==> config.mk <==
export PLATFORM = sky130hd
export DESIGN_NAME = keyed_slot_table_unit
export DESIGN_NICKNAME = d
export VERILOG_FILES = /design/src/sv/kst_pkg.sv /design/src/sv/kst_ram.sv /design/src/sv/kst_ctrl.sv /design/src/sv/kst_dpath.sv /design/src/sv/keyed_slot_table_unit.sv
export SDC_FILE = /design/constraint.sdc
export NUM_CORES = 2
export LEC_CHECK = 0
export BUFFER_PORTS_ARGS = -buffer_cell sky130_fd_sc_hd__buf_2
export CAP_MARGIN = 20
export CORE_MARGIN = 2
export CORE_UTILIZATION = 37
export CTS_BUF_LIST = sky130_fd_sc_hd__clkbuf_4
export DETAILED_ROUTE_END_ITERATION = 6
export GPL_ROUTABILITY_DRIVEN = 1
export PLACE_DENSITY = 0.56
export SLEW_MARGIN = 20
export SYNTH_ARGS = -nofsm -noshare
export SYNTH_HDL_FRONTEND = slang
export SYNTH_HIERARCHICAL = 1
export SYNTH_SLANG_ARGS = --single-unit
==> constraint.sdc <==
create_clock -name clk_i -period 7.4 [get_ports clk_i]
set_input_delay 0 -clock clk_i [delete_from_list [all_inputs] [get_ports clk_i]]
set_output_delay 0 -clock clk_i [all_outputs]
set_load 0.005 [all_outputs]
==> src/sv/kst_pkg.sv <==
`timescale 1ns / 1ps
// ----------------------------------------------------------------------------
// Keyed slot table package
// Field widths, operation and status codes, and the command bundle that the
// controller hands to the datapath.
// ----------------------------------------------------------------------------
package kst_pkg;

  localparam int ENTRIES_DEF = 64;

  localparam int KIND_W   = 2;
  localparam int KEY_W    = 16;
  localparam int HANDLE_W = 16;
  localparam int STATUS_W = 2;
  localparam int SLOT_W   = 6;

  // A stored word is the valid mark, the key and the handle.
  localparam int WORD_W = 1 + KEY_W + HANDLE_W;

  localparam logic [KIND_W-1:0] KIND_LOOKUP = 2'd0;
  localparam logic [KIND_W-1:0] KIND_INSERT = 2'd1;
  localparam logic [KIND_W-1:0] KIND_REMOVE = 2'd2;

  localparam logic [STATUS_W-1:0] STAT_OK   = 2'd0;
  localparam logic [STATUS_W-1:0] STAT_DUP  = 2'd1;
  localparam logic [STATUS_W-1:0] STAT_FULL = 2'd2;
  localparam logic [STATUS_W-1:0] STAT_MISS = 2'd3;

  typedef struct packed {
    logic load;  // capture the request and clear the scan trackers
    logic rd;    // read the slot at the scan address
    logic resp;  // settle the result and write the table back
    logic wipe;  // write an empty slot at the scan address
  } kst_cmd_t;

endpackage

==> src/sv/kst_ram.sv <==
`timescale 1ns / 1ps
// ----------------------------------------------------------------------------
// Generic single-port-write RAM
// One write port and one read port, with registered read data.
// ----------------------------------------------------------------------------
module kst_ram #(
  parameter int WIDTH = 8,
  parameter int DEPTH = 64
) (
  input  logic                     clk_i,
  input  logic                     we_i,
  input  logic [$clog2(DEPTH)-1:0] waddr_i,
  input  logic [WIDTH-1:0]         wdata_i,
  input  logic                     re_i,
  input  logic [$clog2(DEPTH)-1:0] raddr_i,
  output logic [WIDTH-1:0]         rdata_o
);

  logic [WIDTH-1:0] mem_q [DEPTH];
  logic [WIDTH-1:0] rdata_q;

  always_ff @(posedge clk_i) begin
    if (we_i) begin
      mem_q[waddr_i] <= wdata_i;
    end
    if (re_i) begin
      rdata_q <= mem_q[raddr_i];
    end
  end

  assign rdata_o = rdata_q;

endmodule

==> src/sv/kst_ctrl.sv <==
`timescale 1ns / 1ps
// ----------------------------------------------------------------------------
// Keyed slot table controller
// Sequences the clearing pass after reset and the slot scan of each request.
// ----------------------------------------------------------------------------
module kst_ctrl import kst_pkg::*; #(
  parameter int ENTRIES = ENTRIES_DEF
) (
  input  logic                       clk_i,
  input  logic                       rst_ni,
  input  logic                       start,
  output logic                       busy,
  output logic                       done_o,
  output kst_cmd_t                   cmd_o,
  output logic [$clog2(ENTRIES)-1:0] addr_o
);

  localparam int IDX_W = $clog2(ENTRIES);
  localparam logic [IDX_W-1:0] LAST_IDX = IDX_W'(ENTRIES - 1);

  localparam logic [2:0] S_CLEAR = 3'd0;
  localparam logic [2:0] S_IDLE  = 3'd1;
  localparam logic [2:0] S_SCAN  = 3'd2;
  localparam logic [2:0] S_DRAIN = 3'd3;
  localparam logic [2:0] S_RESP  = 3'd4;

  logic [2:0]       state_q, state_d;
  logic [IDX_W-1:0] cnt_q, cnt_d;
  logic             done_q;
  kst_cmd_t         cmd;

  always_comb begin
    state_d = state_q;
    cnt_d   = cnt_q;
    cmd     = '0;
    case (state_q)
      S_CLEAR: begin
        cmd.wipe = 1'b1;
        cnt_d    = cnt_q + 1'b1;
        if (cnt_q == LAST_IDX) begin
          cnt_d   = '0;
          state_d = S_IDLE;
        end
      end
      S_IDLE: begin
        if (start) begin
          cmd.load = 1'b1;
          cnt_d    = '0;
          state_d  = S_SCAN;
        end
      end
      S_SCAN: begin
        cmd.rd = 1'b1;
        cnt_d  = cnt_q + 1'b1;
        if (cnt_q == LAST_IDX) begin
          cnt_d   = '0;
          state_d = S_DRAIN;
        end
      end
      S_DRAIN: begin
        state_d = S_RESP;
      end
      S_RESP: begin
        cmd.resp = 1'b1;
        state_d  = S_IDLE;
      end
      default: begin
        state_d = S_IDLE;
      end
    endcase
  end

  always_ff @(posedge clk_i or negedge rst_ni) begin
    if (!rst_ni) begin
      state_q <= S_CLEAR;
      cnt_q   <= '0;
      done_q  <= 1'b0;
    end else begin
      state_q <= state_d;
      cnt_q   <= cnt_d;
      done_q  <= cmd.resp;
    end
  end

  assign busy   = (state_q != S_IDLE);
  assign done_o = done_q;
  assign cmd_o  = cmd;
  assign addr_o = cnt_q;

endmodule

==> src/sv/kst_dpath.sv <==
`timescale 1ns / 1ps
// ----------------------------------------------------------------------------
// Keyed slot table datapath
// Holds the slot memory, tracks the first match and first free slot during a
// scan, and forms the result and the write-back.
// ----------------------------------------------------------------------------
module kst_dpath import kst_pkg::*; #(
  parameter int ENTRIES = ENTRIES_DEF
) (
  input  logic                       clk_i,
  input  logic                       rst_ni,
  input  kst_cmd_t                   cmd_i,
  input  logic [$clog2(ENTRIES)-1:0] addr_i,
  input  logic [KIND_W-1:0]          kind_i,
  input  logic [KEY_W-1:0]           key_i,
  input  logic [HANDLE_W-1:0]        handle_i,
  output logic [STATUS_W-1:0]        status_o,
  output logic [HANDLE_W-1:0]        handle_out_o,
  output logic [SLOT_W-1:0]          slot_o
);

  localparam int IDX_W = $clog2(ENTRIES);

  // Request captured at acceptance.
  logic [KIND_W-1:0]   kind_q;
  logic [KEY_W-1:0]    key_q;
  logic [HANDLE_W-1:0] handle_q;

  // Read tag: data on the RAM output belongs to rd_idx_q when rd_pend_q.
  logic             rd_pend_q;
  logic [IDX_W-1:0] rd_idx_q;

  logic                hit_q, free_q;
  logic [IDX_W-1:0]    hit_idx_q, free_idx_q;
  logic [HANDLE_W-1:0] hit_handle_q;

  logic [STATUS_W-1:0] status_q;
  logic [HANDLE_W-1:0] hout_q;
  logic [SLOT_W-1:0]   slot_q;

  logic [WORD_W-1:0]   rdata;
  logic                rd_valid;
  logic [KEY_W-1:0]    rd_key;
  logic [HANDLE_W-1:0] rd_handle;
  logic                rd_match;

  logic [STATUS_W-1:0] status_d;
  logic [HANDLE_W-1:0] hout_d;
  logic [IDX_W-1:0]    slot_d;
  logic                upd;
  logic                upd_valid;
  logic [IDX_W-1:0]    upd_idx;

  logic              we;
  logic [IDX_W-1:0]  waddr;
  logic [WORD_W-1:0] wdata;

  assign rd_valid  = rdata[WORD_W-1];
  assign rd_key    = rdata[HANDLE_W +: KEY_W];
  assign rd_handle = rdata[HANDLE_W-1:0];
  assign rd_match  = rd_valid && (rd_key == key_q);

  always_ff @(posedge clk_i) begin
    if (cmd_i.load) begin
      kind_q   <= kind_i;
      key_q    <= key_i;
      handle_q <= handle_i;
    end
    rd_idx_q <= addr_i;
    if (rd_pend_q && rd_match && !hit_q) begin
      hit_idx_q    <= rd_idx_q;
      hit_handle_q <= rd_handle;
    end
    if (rd_pend_q && !rd_valid && !free_q) begin
      free_idx_q <= rd_idx_q;
    end
    if (cmd_i.resp) begin
      status_q <= status_d;
      hout_q   <= hout_d;
      slot_q   <= SLOT_W'(slot_d);
    end
  end

  always_ff @(posedge clk_i or negedge rst_ni) begin
    if (!rst_ni) begin
      rd_pend_q <= 1'b0;
      hit_q     <= 1'b0;
      free_q    <= 1'b0;
    end else begin
      rd_pend_q <= cmd_i.rd;
      if (cmd_i.load) begin
        hit_q  <= 1'b0;
        free_q <= 1'b0;
      end else if (rd_pend_q) begin
        if (rd_match) begin
          hit_q <= 1'b1;
        end
        if (!rd_valid) begin
          free_q <= 1'b1;
        end
      end
    end
  end

  // Result and write-back. An unused kind code behaves as a lookup.
  always_comb begin
    status_d  = STAT_MISS;
    hout_d    = '0;
    slot_d    = '0;
    upd       = 1'b0;
    upd_valid = 1'b0;
    upd_idx   = hit_idx_q;
    case (kind_q)
      KIND_INSERT: begin
        if (hit_q) begin
          status_d = STAT_DUP;
        end else if (!free_q) begin
          status_d = STAT_FULL;
        end else begin
          status_d  = STAT_OK;
          slot_d    = free_idx_q;
          upd       = 1'b1;
          upd_valid = 1'b1;
          upd_idx   = free_idx_q;
        end
      end
      KIND_REMOVE: begin
        if (hit_q) begin
          status_d = STAT_OK;
          hout_d   = hit_handle_q;
          slot_d   = hit_idx_q;
          upd      = 1'b1;
        end
      end
      default: begin
        if (hit_q) begin
          status_d = STAT_OK;
          hout_d   = hit_handle_q;
          slot_d   = hit_idx_q;
        end
      end
    endcase
  end

  assign we    = cmd_i.wipe || (cmd_i.resp && upd);
  assign waddr = cmd_i.wipe ? addr_i : upd_idx;
  assign wdata = cmd_i.wipe ? '0 : {upd_valid, key_q, handle_q};

  kst_ram #(
    .WIDTH(WORD_W),
    .DEPTH(ENTRIES)
  ) u_ram (
    .clk_i  (clk_i),
    .we_i   (we),
    .waddr_i(waddr),
    .wdata_i(wdata),
    .re_i   (cmd_i.rd),
    .raddr_i(addr_i),
    .rdata_o(rdata)
  );

  assign status_o     = status_q;
  assign handle_out_o = hout_q;
  assign slot_o       = slot_q;

endmodule

==> src/sv/keyed_slot_table_unit.sv <==
`timescale 1ns / 1ps
// ----------------------------------------------------------------------------
// Keyed slot table unit
// A table of slots, each with a valid mark, a key and a handle, serving
// lookup, insert (lowest free slot) and remove requests.
// ----------------------------------------------------------------------------
//
//   Channel   Handshake        Payload
//   request   start / busy     kind_i, key_i, handle_i
//   result    done_o (strobe)  status_o, handle_out_o, slot_o
//
// A request is taken at a rising edge with start high and busy low. The
// controller then walks the slot memory one address per cycle; the single read
// port of the slot memory sets that pace. The result strobe follows the scan,
// a drain state, a response state and the strobe register. A new request
// may be started in the very cycle that the result is shown.
// After reset the unit writes an empty slot at every address of the memory,
// with busy held high. The result is shown for one cycle only: the
// receiver cannot stall it, and nothing else waits on it.
//
module keyed_slot_table_unit import kst_pkg::*; #(
  parameter int ENTRIES = ENTRIES_DEF
) (
  input  logic                clk_i,
  input  logic                rst_ni,
  input  logic                start,
  output logic                busy,
  input  logic [KIND_W-1:0]   kind_i,
  input  logic [KEY_W-1:0]    key_i,
  input  logic [HANDLE_W-1:0] handle_i,
  output logic                done_o,
  output logic [STATUS_W-1:0] status_o,
  output logic [HANDLE_W-1:0] handle_out_o,
  output logic [SLOT_W-1:0]   slot_o
);

  kst_cmd_t                   cmd;
  logic [$clog2(ENTRIES)-1:0] addr;

  // The controller owns sequencing only: it steps the scan address and
  // issues commands. Every key comparison and the table itself sit in the
  // datapath.
  kst_ctrl #(
    .ENTRIES(ENTRIES)
  ) u_ctrl (
    .clk_i (clk_i),
    .rst_ni(rst_ni),
    .start (start),
    .busy  (busy),
    .done_o(done_o),
    .cmd_o (cmd),
    .addr_o(addr)
  );

  // The datapath keeps the first matching slot and the first free slot seen
  // during the scan; since the scan runs upward, the first seen is the lowest.
  kst_dpath #(
    .ENTRIES(ENTRIES)
  ) u_dpath (
    .clk_i       (clk_i),
    .rst_ni      (rst_ni),
    .cmd_i       (cmd),
    .addr_i      (addr),
    .kind_i      (kind_i),
    .key_i       (key_i),
    .handle_i    (handle_i),
    .status_o    (status_o),
    .handle_out_o(handle_out_o),
    .slot_o      (slot_o)
  );

  // A result strobe is never repeated on the next cycle: each transaction
  // takes a full scan.
  a_single_strobe: assert property (@(posedge clk_i) disable iff (!rst_ni)
    done_o |=> !done_o)
    else $error("result strobe held for more than one cycle");

  // An accepted request keeps the unit busy on the following cycle.
  a_busy_after_accept: assert property (@(posedge clk_i) disable iff (!rst_ni)
    (start && !busy) |=> busy)
    else $error("unit not busy after accepting a request");

  // The result is shown only once the unit is free again.
  a_done_idle: assert property (@(posedge clk_i) disable iff (!rst_ni)
    done_o |-> !busy)
    else $error("result strobe while unit busy");

  // A refused or missed request carries a zero handle and slot.
  a_fail_zero: assert property (@(posedge clk_i) disable iff (!rst_ni)
    (done_o && (status_o != STAT_OK)) |-> (handle_out_o == '0 && slot_o == '0))
    else $error("non-zero payload on a failed request");

endmodule

==> impl_results.md <==
* Normalized max-slew margin at 0.267
* Number of vias per cell at 5.48
* RSZ-0062 raised after global routing: no
* Clock-pin slew on the worst setup and hold paths at 60 ps
* Startpoint of the worst hold path: start
* Critical path launch point type: flip-flop
* Clock sink total at 2250
* Maximum fanout encountered on the critical timing path at 18
* Ratio of cells with drive above 1 in the final layout at 0.355
* Setup Total Neg Slack at 0 ps
* Post-cts resize count at 0
* Number of synthesized flops with an enable pin at 2231
* Io pins at 63
* Max Clock Freq at 0.206 GHz
* Number of inserted filler cells in the final layout at 19972
* Die area at 235000 um2
* Crit Path Class: reg -> reg
* Max_cap viols at 0
* Worst setup slack after layout at 2550 ps
* Mapped Avg Cell Area at 22.2 um2
* Reg2Reg Capture Point: u_dpath/u_ram/mem_q[11][30]$_DFFE_PP_
* Kind of capture point of the worst setup path: flip-flop
* Yosys synthesis warning count at 6
* Iteration-0 DRC Markers at 4874
* Power density cells at 392 nW/um2
* Hold path cells at 6
* Total GRT Usage at 0.195
* Max-slew violation count at 0
* Growth of design area from synthesis to finish at 15.6%
* Switching pwr at 12.8 mW
* Port buffer count at 62
* Pre-Repair DR Iteration Count at 5
* Final Net Count at 4618
* Dpl hpwl at 124000 um
* Post-synthesis cell type with the largest combined area: sky130_fd_sc_hd__edfxtp_1
* Maximum number of pins on one net before global-route repair at 124
* Status: finished, final reports clean
* Final Wtd Congestion at 0.802
* Drc violations at 0
* Arrival time at the worst endpoint at 5810 ps
* Clock buffers created by TritonCTS at 602
* Logic pwr share at 0.295
* Final critical path time including I/O delays and setup at 4850 ps
* Std-Cell Core Area at 230000 um2
* Depth of the worst register-to-register path at 10
* Total design power at 38.9 mW
* CTS tree: built
* Hold buffer count at cts at 107
* Worst Hold Class: in -> reg
* Maximum VDD drop at 0.292 mV
* Post-synthesis cell area at 85700 um2
* Transition at the pin with the smallest max-transition slack at 1100 ps
* Total global routing overflow at 0
* Setup fix buffers added after clock tree synthesis at 0
* R2R Path Start: u_dpath/kind_q[1]$_DFFE_PP_
* Max clock buf depth at 4
* Area of all placed cells without fillers at 99000 um2
* Via count of the first global-routing pass at 45133
* Placement-stage cell area at 90600 um2
* Post-route fraction of the period consumed by the critical path at 0.655
* Leading post-synthesis cells by cell area: sky130_fd_sc_hd__edfxtp_1, sky130_fd_sc_hd__mux4_2, sky130_fd_sc_hd__mux2i_1
* Synthesized instance count at 3867
* Count of standard-cell rows at 176
* Die X-Extent at 485 um
* Total number of H-tree levels at 6
* Root buffer selected by CTS: sky130_fd_sc_hd__clkbuf_4
* Share of the core filled with cells in the final layout at 0.430
* Proportion of power drawn by flip-flops and latches at 0.428
* Hold path endpoint: u_ctrl/state_q[0]$_DFFE_PN0P_
* Total leakage power at 32.1 nW
* Routed length per instance at 28.8 um
* Number of distinct library cells after synthesis at 65
* Final routed wirelength across all metal layers at 231000 um
* Final Hold Fails at 0
* Seq/Total Area, Yosys at 0.787
* Worst setup slack before clock tree synthesis at 2720 ps
* Setup slack on the worst flop-to-flop path at 2550 ps
* Final Setup Violations at 0
* Detailed-route via count at 43824
* Post-synth top flop: sky130_fd_sc_hd__edfxtp_1
* Area share of the largest cell type after synthesis at 0.782
* Number of register bits inferred by synthesis at 2250
* Clock insertion delay at the later pin of the skew report at 1380 ps
* Wire length of the first global-routing pass at 329000 um
* Initial Utilization at 0.372
* Height of the die at 485 um
* Residual antenna-violating net count after detailed routing at 0
* Fraction of power consumed by the clock network at 0.277
* Antenna violations before repair at 12
* Total nets after synthesis at 3908
* Required time reported for the critical path endpoint at 8360 ps
* Internal power consumption at 26.0 mW
* Skew final at 91.4 ps
* Share of synthesized registers carrying an async set or reset at 0.00578
* Fraction of power spent switching nets at 0.330
-- power by group through the flow --
| stage | clock network (mW) | registers [mW] | logic [mW] |
|---|---|---|---|
| finish | 10.8 | 16.6 | 11.5 |
| global placement | 0 | 16.9 | 11.5 |
| global route | 11.7 | 16.7 | 12.1 |
| detailed placement | 0 | 16.9 | 11.5 |
| CTS | 11.1 | 16.6 | 11.6 |
| floorplan | 0 | 16.7 | 7.33 |
-- worst max-delay path by stage --
stage,from,end,slack (ps),depth (start not counted)
3_3_place_gp,u_dpath/kind_q[1]$_DFFE_PP_,u_dpath/u_ram/mem_q[63][25]$_DFFE_PP_,2740,9
2_1_floorplan,u_ctrl/state_q[0]$_DFFE_PN0P_,u_dpath/u_ram/mem_q[49][0]$_DFFE_PP_,1320,7
5_1_grt,u_dpath/kind_q[1]$_DFFE_PP_,u_dpath/u_ram/mem_q[11][24]$_DFFE_PP_,2410,10
3_5_place_dp,u_dpath/kind_q[1]$_DFFE_PP_,u_dpath/u_ram/mem_q[11][21]$_DFFE_PP_,2720,10
4_1_cts,u_dpath/kind_q[1]$_DFFE_PP_,u_dpath/u_ram/mem_q[11][30]$_DFFE_PP_,2630,10
6_report,u_dpath/kind_q[1]$_DFFE_PP_,u_dpath/u_ram/mem_q[11][30]$_DFFE_PP_,2550,10
-- flip-flops by register name, summed over array words and instances, names as in the netlist, 16 cells and up --
| register | flops |
|---|---|
| u_dpath/handle_out_o | 16 |
| u_dpath/u_ram/rdata_o | 33 |
| u_dpath/u_ram/mem_q | 2112 |
| u_dpath/hit_handle_q | 16 |
| u_dpath/handle_q | 16 |
| u_dpath/key_q | 16 |
-- cells in the final DEF, fill, tap and decap left out, types with 8 or more instances in the layout --
cell,instances
sky130_fd_sc_hd__edfxtp_1,2231
sky130_fd_sc_hd__clkbuf_4,891
sky130_fd_sc_hd__mux4_2,485
sky130_fd_sc_hd__buf_4,141
sky130_fd_sc_hd__nand2_1,113
sky130_fd_sc_hd__dlygate4sd3_1,107
sky130_fd_sc_hd__mux2i_1,104
sky130_fd_sc_hd__nand3_1,88
sky130_fd_sc_hd__a22oi_1,77
sky130_fd_sc_hd__clkinv_1,73
sky130_fd_sc_hd__nor2_4,66
sky130_fd_sc_hd__buf_2,62
sky130_fd_sc_hd__o22ai_1,59
sky130_fd_sc_hd__o221ai_1,46
sky130_fd_sc_hd__nand4_1,43
sky130_fd_sc_hd__nor2b_4,33
sky130_fd_sc_hd__and2_1,28
sky130_fd_sc_hd__a21oi_1,22
sky130_fd_sc_hd__nor2b_1,22
sky130_fd_sc_hd__a211oi_1,20
sky130_fd_sc_hd__and3_1,19
sky130_fd_sc_hd__inv_2,15
sky130_fd_sc_hd__o21ai_0,13
sky130_fd_sc_hd__xor2_1,13
sky130_fd_sc_hd__bufinv_16,11
sky130_fd_sc_hd__nor2_1,10
sky130_fd_sc_hd__a211oi_2,10
sky130_fd_sc_hd__o211ai_1,9
sky130_fd_sc_hd__a22o_1,8
sky130_fd_sc_hd__dfrtp_1,8
sky130_fd_sc_hd__a211o_1,8
sky130_fd_sc_hd__o221a_1,8
sky130_fd_sc_hd__a221oi_1,8
sky130_fd_sc_hd__buf_12,8
-- critical path, stage by stage, from the launching register on --
cell	delay, ps
sky130_fd_sc_hd__edfxtp_1	420
sky130_fd_sc_hd__inv_1	90
sky130_fd_sc_hd__ha_1	210
sky130_fd_sc_hd__nand2_1	150
sky130_fd_sc_hd__nor2_4	330
sky130_fd_sc_hd__mux2i_1	160
sky130_fd_sc_hd__o21ai_1	630
sky130_fd_sc_hd__nor2b_1	270
sky130_fd_sc_hd__nand3_1	750
sky130_fd_sc_hd__nor2_4	970
sky130_fd_sc_hd__buf_4	430
-- layer usage --
| layer | GRT usage | vias to the layer above | routed length [um] |
|---|---|---|---|
| li1 | - | 18185 | - |
| met1 | 0.264 | 23343 | 94800 |
| met2 | 0.311 | 1980 | 112000 |
| met3 | 0.0459 | 314 | 18700 |
| met4 | 0.0627 | 2 | 5300 |
| met5 | 0 | - | 13 |
-- synthesized netlist by cell type, types with 4 or more instances --
| cell | instances |
|---|---|
| sky130_fd_sc_hd__a31oi_1 | 5 |
| sky130_fd_sc_hd__buf_6 | 28 |
| sky130_fd_sc_hd__xor2_1 | 13 |
| sky130_fd_sc_hd__nor2b_1 | 55 |
| sky130_fd_sc_hd__or3b_2 | 4 |
| sky130_fd_sc_hd__and4b_1 | 4 |
| sky130_fd_sc_hd__nand2b_1 | 8 |
| sky130_fd_sc_hd__xnor2_1 | 5 |
| sky130_fd_sc_hd__o211ai_1 | 9 |
| sky130_fd_sc_hd__a211oi_1 | 20 |
| sky130_fd_sc_hd__o21ai_1 | 6 |
| sky130_fd_sc_hd__a211oi_2 | 10 |
| sky130_fd_sc_hd__buf_4 | 19 |
| sky130_fd_sc_hd__buf_8 | 5 |
| sky130_fd_sc_hd__nand4_1 | 43 |
| sky130_fd_sc_hd__o221a_1 | 8 |
| sky130_fd_sc_hd__inv_1 | 6 |
| sky130_fd_sc_hd__and3_1 | 19 |
| sky130_fd_sc_hd__o221ai_1 | 46 |
| sky130_fd_sc_hd__clkbuf_1 | 88 |
| sky130_fd_sc_hd__mux2i_1 | 104 |
| sky130_fd_sc_hd__a211o_1 | 8 |
| sky130_fd_sc_hd__and2_1 | 29 |
| sky130_fd_sc_hd__buf_2 | 59 |
| sky130_fd_sc_hd__edfxtp_1 | 2231 |
| sky130_fd_sc_hd__a21oi_1 | 22 |
| sky130_fd_sc_hd__dfrtp_1 | 13 |
| sky130_fd_sc_hd__mux2_2 | 7 |
| sky130_fd_sc_hd__nand2_1 | 114 |
| sky130_fd_sc_hd__nand3_1 | 88 |
| sky130_fd_sc_hd__nor2_1 | 77 |
| sky130_fd_sc_hd__o22ai_1 | 59 |
| sky130_fd_sc_hd__a22oi_1 | 77 |
| sky130_fd_sc_hd__buf_1 | 13 |
| sky130_fd_sc_hd__mux4_2 | 485 |
| sky130_fd_sc_hd__nor3_1 | 8 |
| sky130_fd_sc_hd__dfxtp_1 | 6 |
| sky130_fd_sc_hd__a22o_1 | 8 |
| sky130_fd_sc_hd__o21ai_0 | 14 |
| sky130_fd_sc_hd__a221oi_1 | 8 |
| sky130_fd_sc_hd__ha_1 | 4 |
-- layout make-up --
type / instances / area (um2) / share of cell area
antenna: 5 / 12.5 / 0.000126
clock buffer: 891 / 6690 / 0.0675
clock inverter: 105 / 696 / 0.00702
inverter: 8 / 30.0 / 0.000303
multi-input combinational: 1396 / 17800 / 0.179
sequential: 2250 / 67500 / 0.681
tap: 3026 / 3790 / 0.0382
timing repair buffer: 319 / 2610 / 0.0264
-- stage by stage --
stage	hold WS, ps	instances
after floorplan	-296	3867
after global placement	-77.3	6889
after detailed placement	-83.1	6892
after CTS	2.96	7995
after global routing	168	7997
final	194	8000
-- logic make-up (layout without fill, tap and decap cells) --
kind of cell             count (synthesis)  in the layout  share of synthesized area
flip-flops                            2250           2250                      0.787
multiplexers                           596            596                      0.141
AND/OR/NAND/NOR                        468            468                     0.0279
AO/OA/AOI/OAI                          310            310                     0.0272
buffers and inverters                  221           1323                     0.0147
XOR/XNOR                                18             18                    0.00184
adder cells (fa/ha/maj)                  4              4                   0.000584
other                                    0              5                          0
Note: power is estimated with default switching activity, not from simulation.
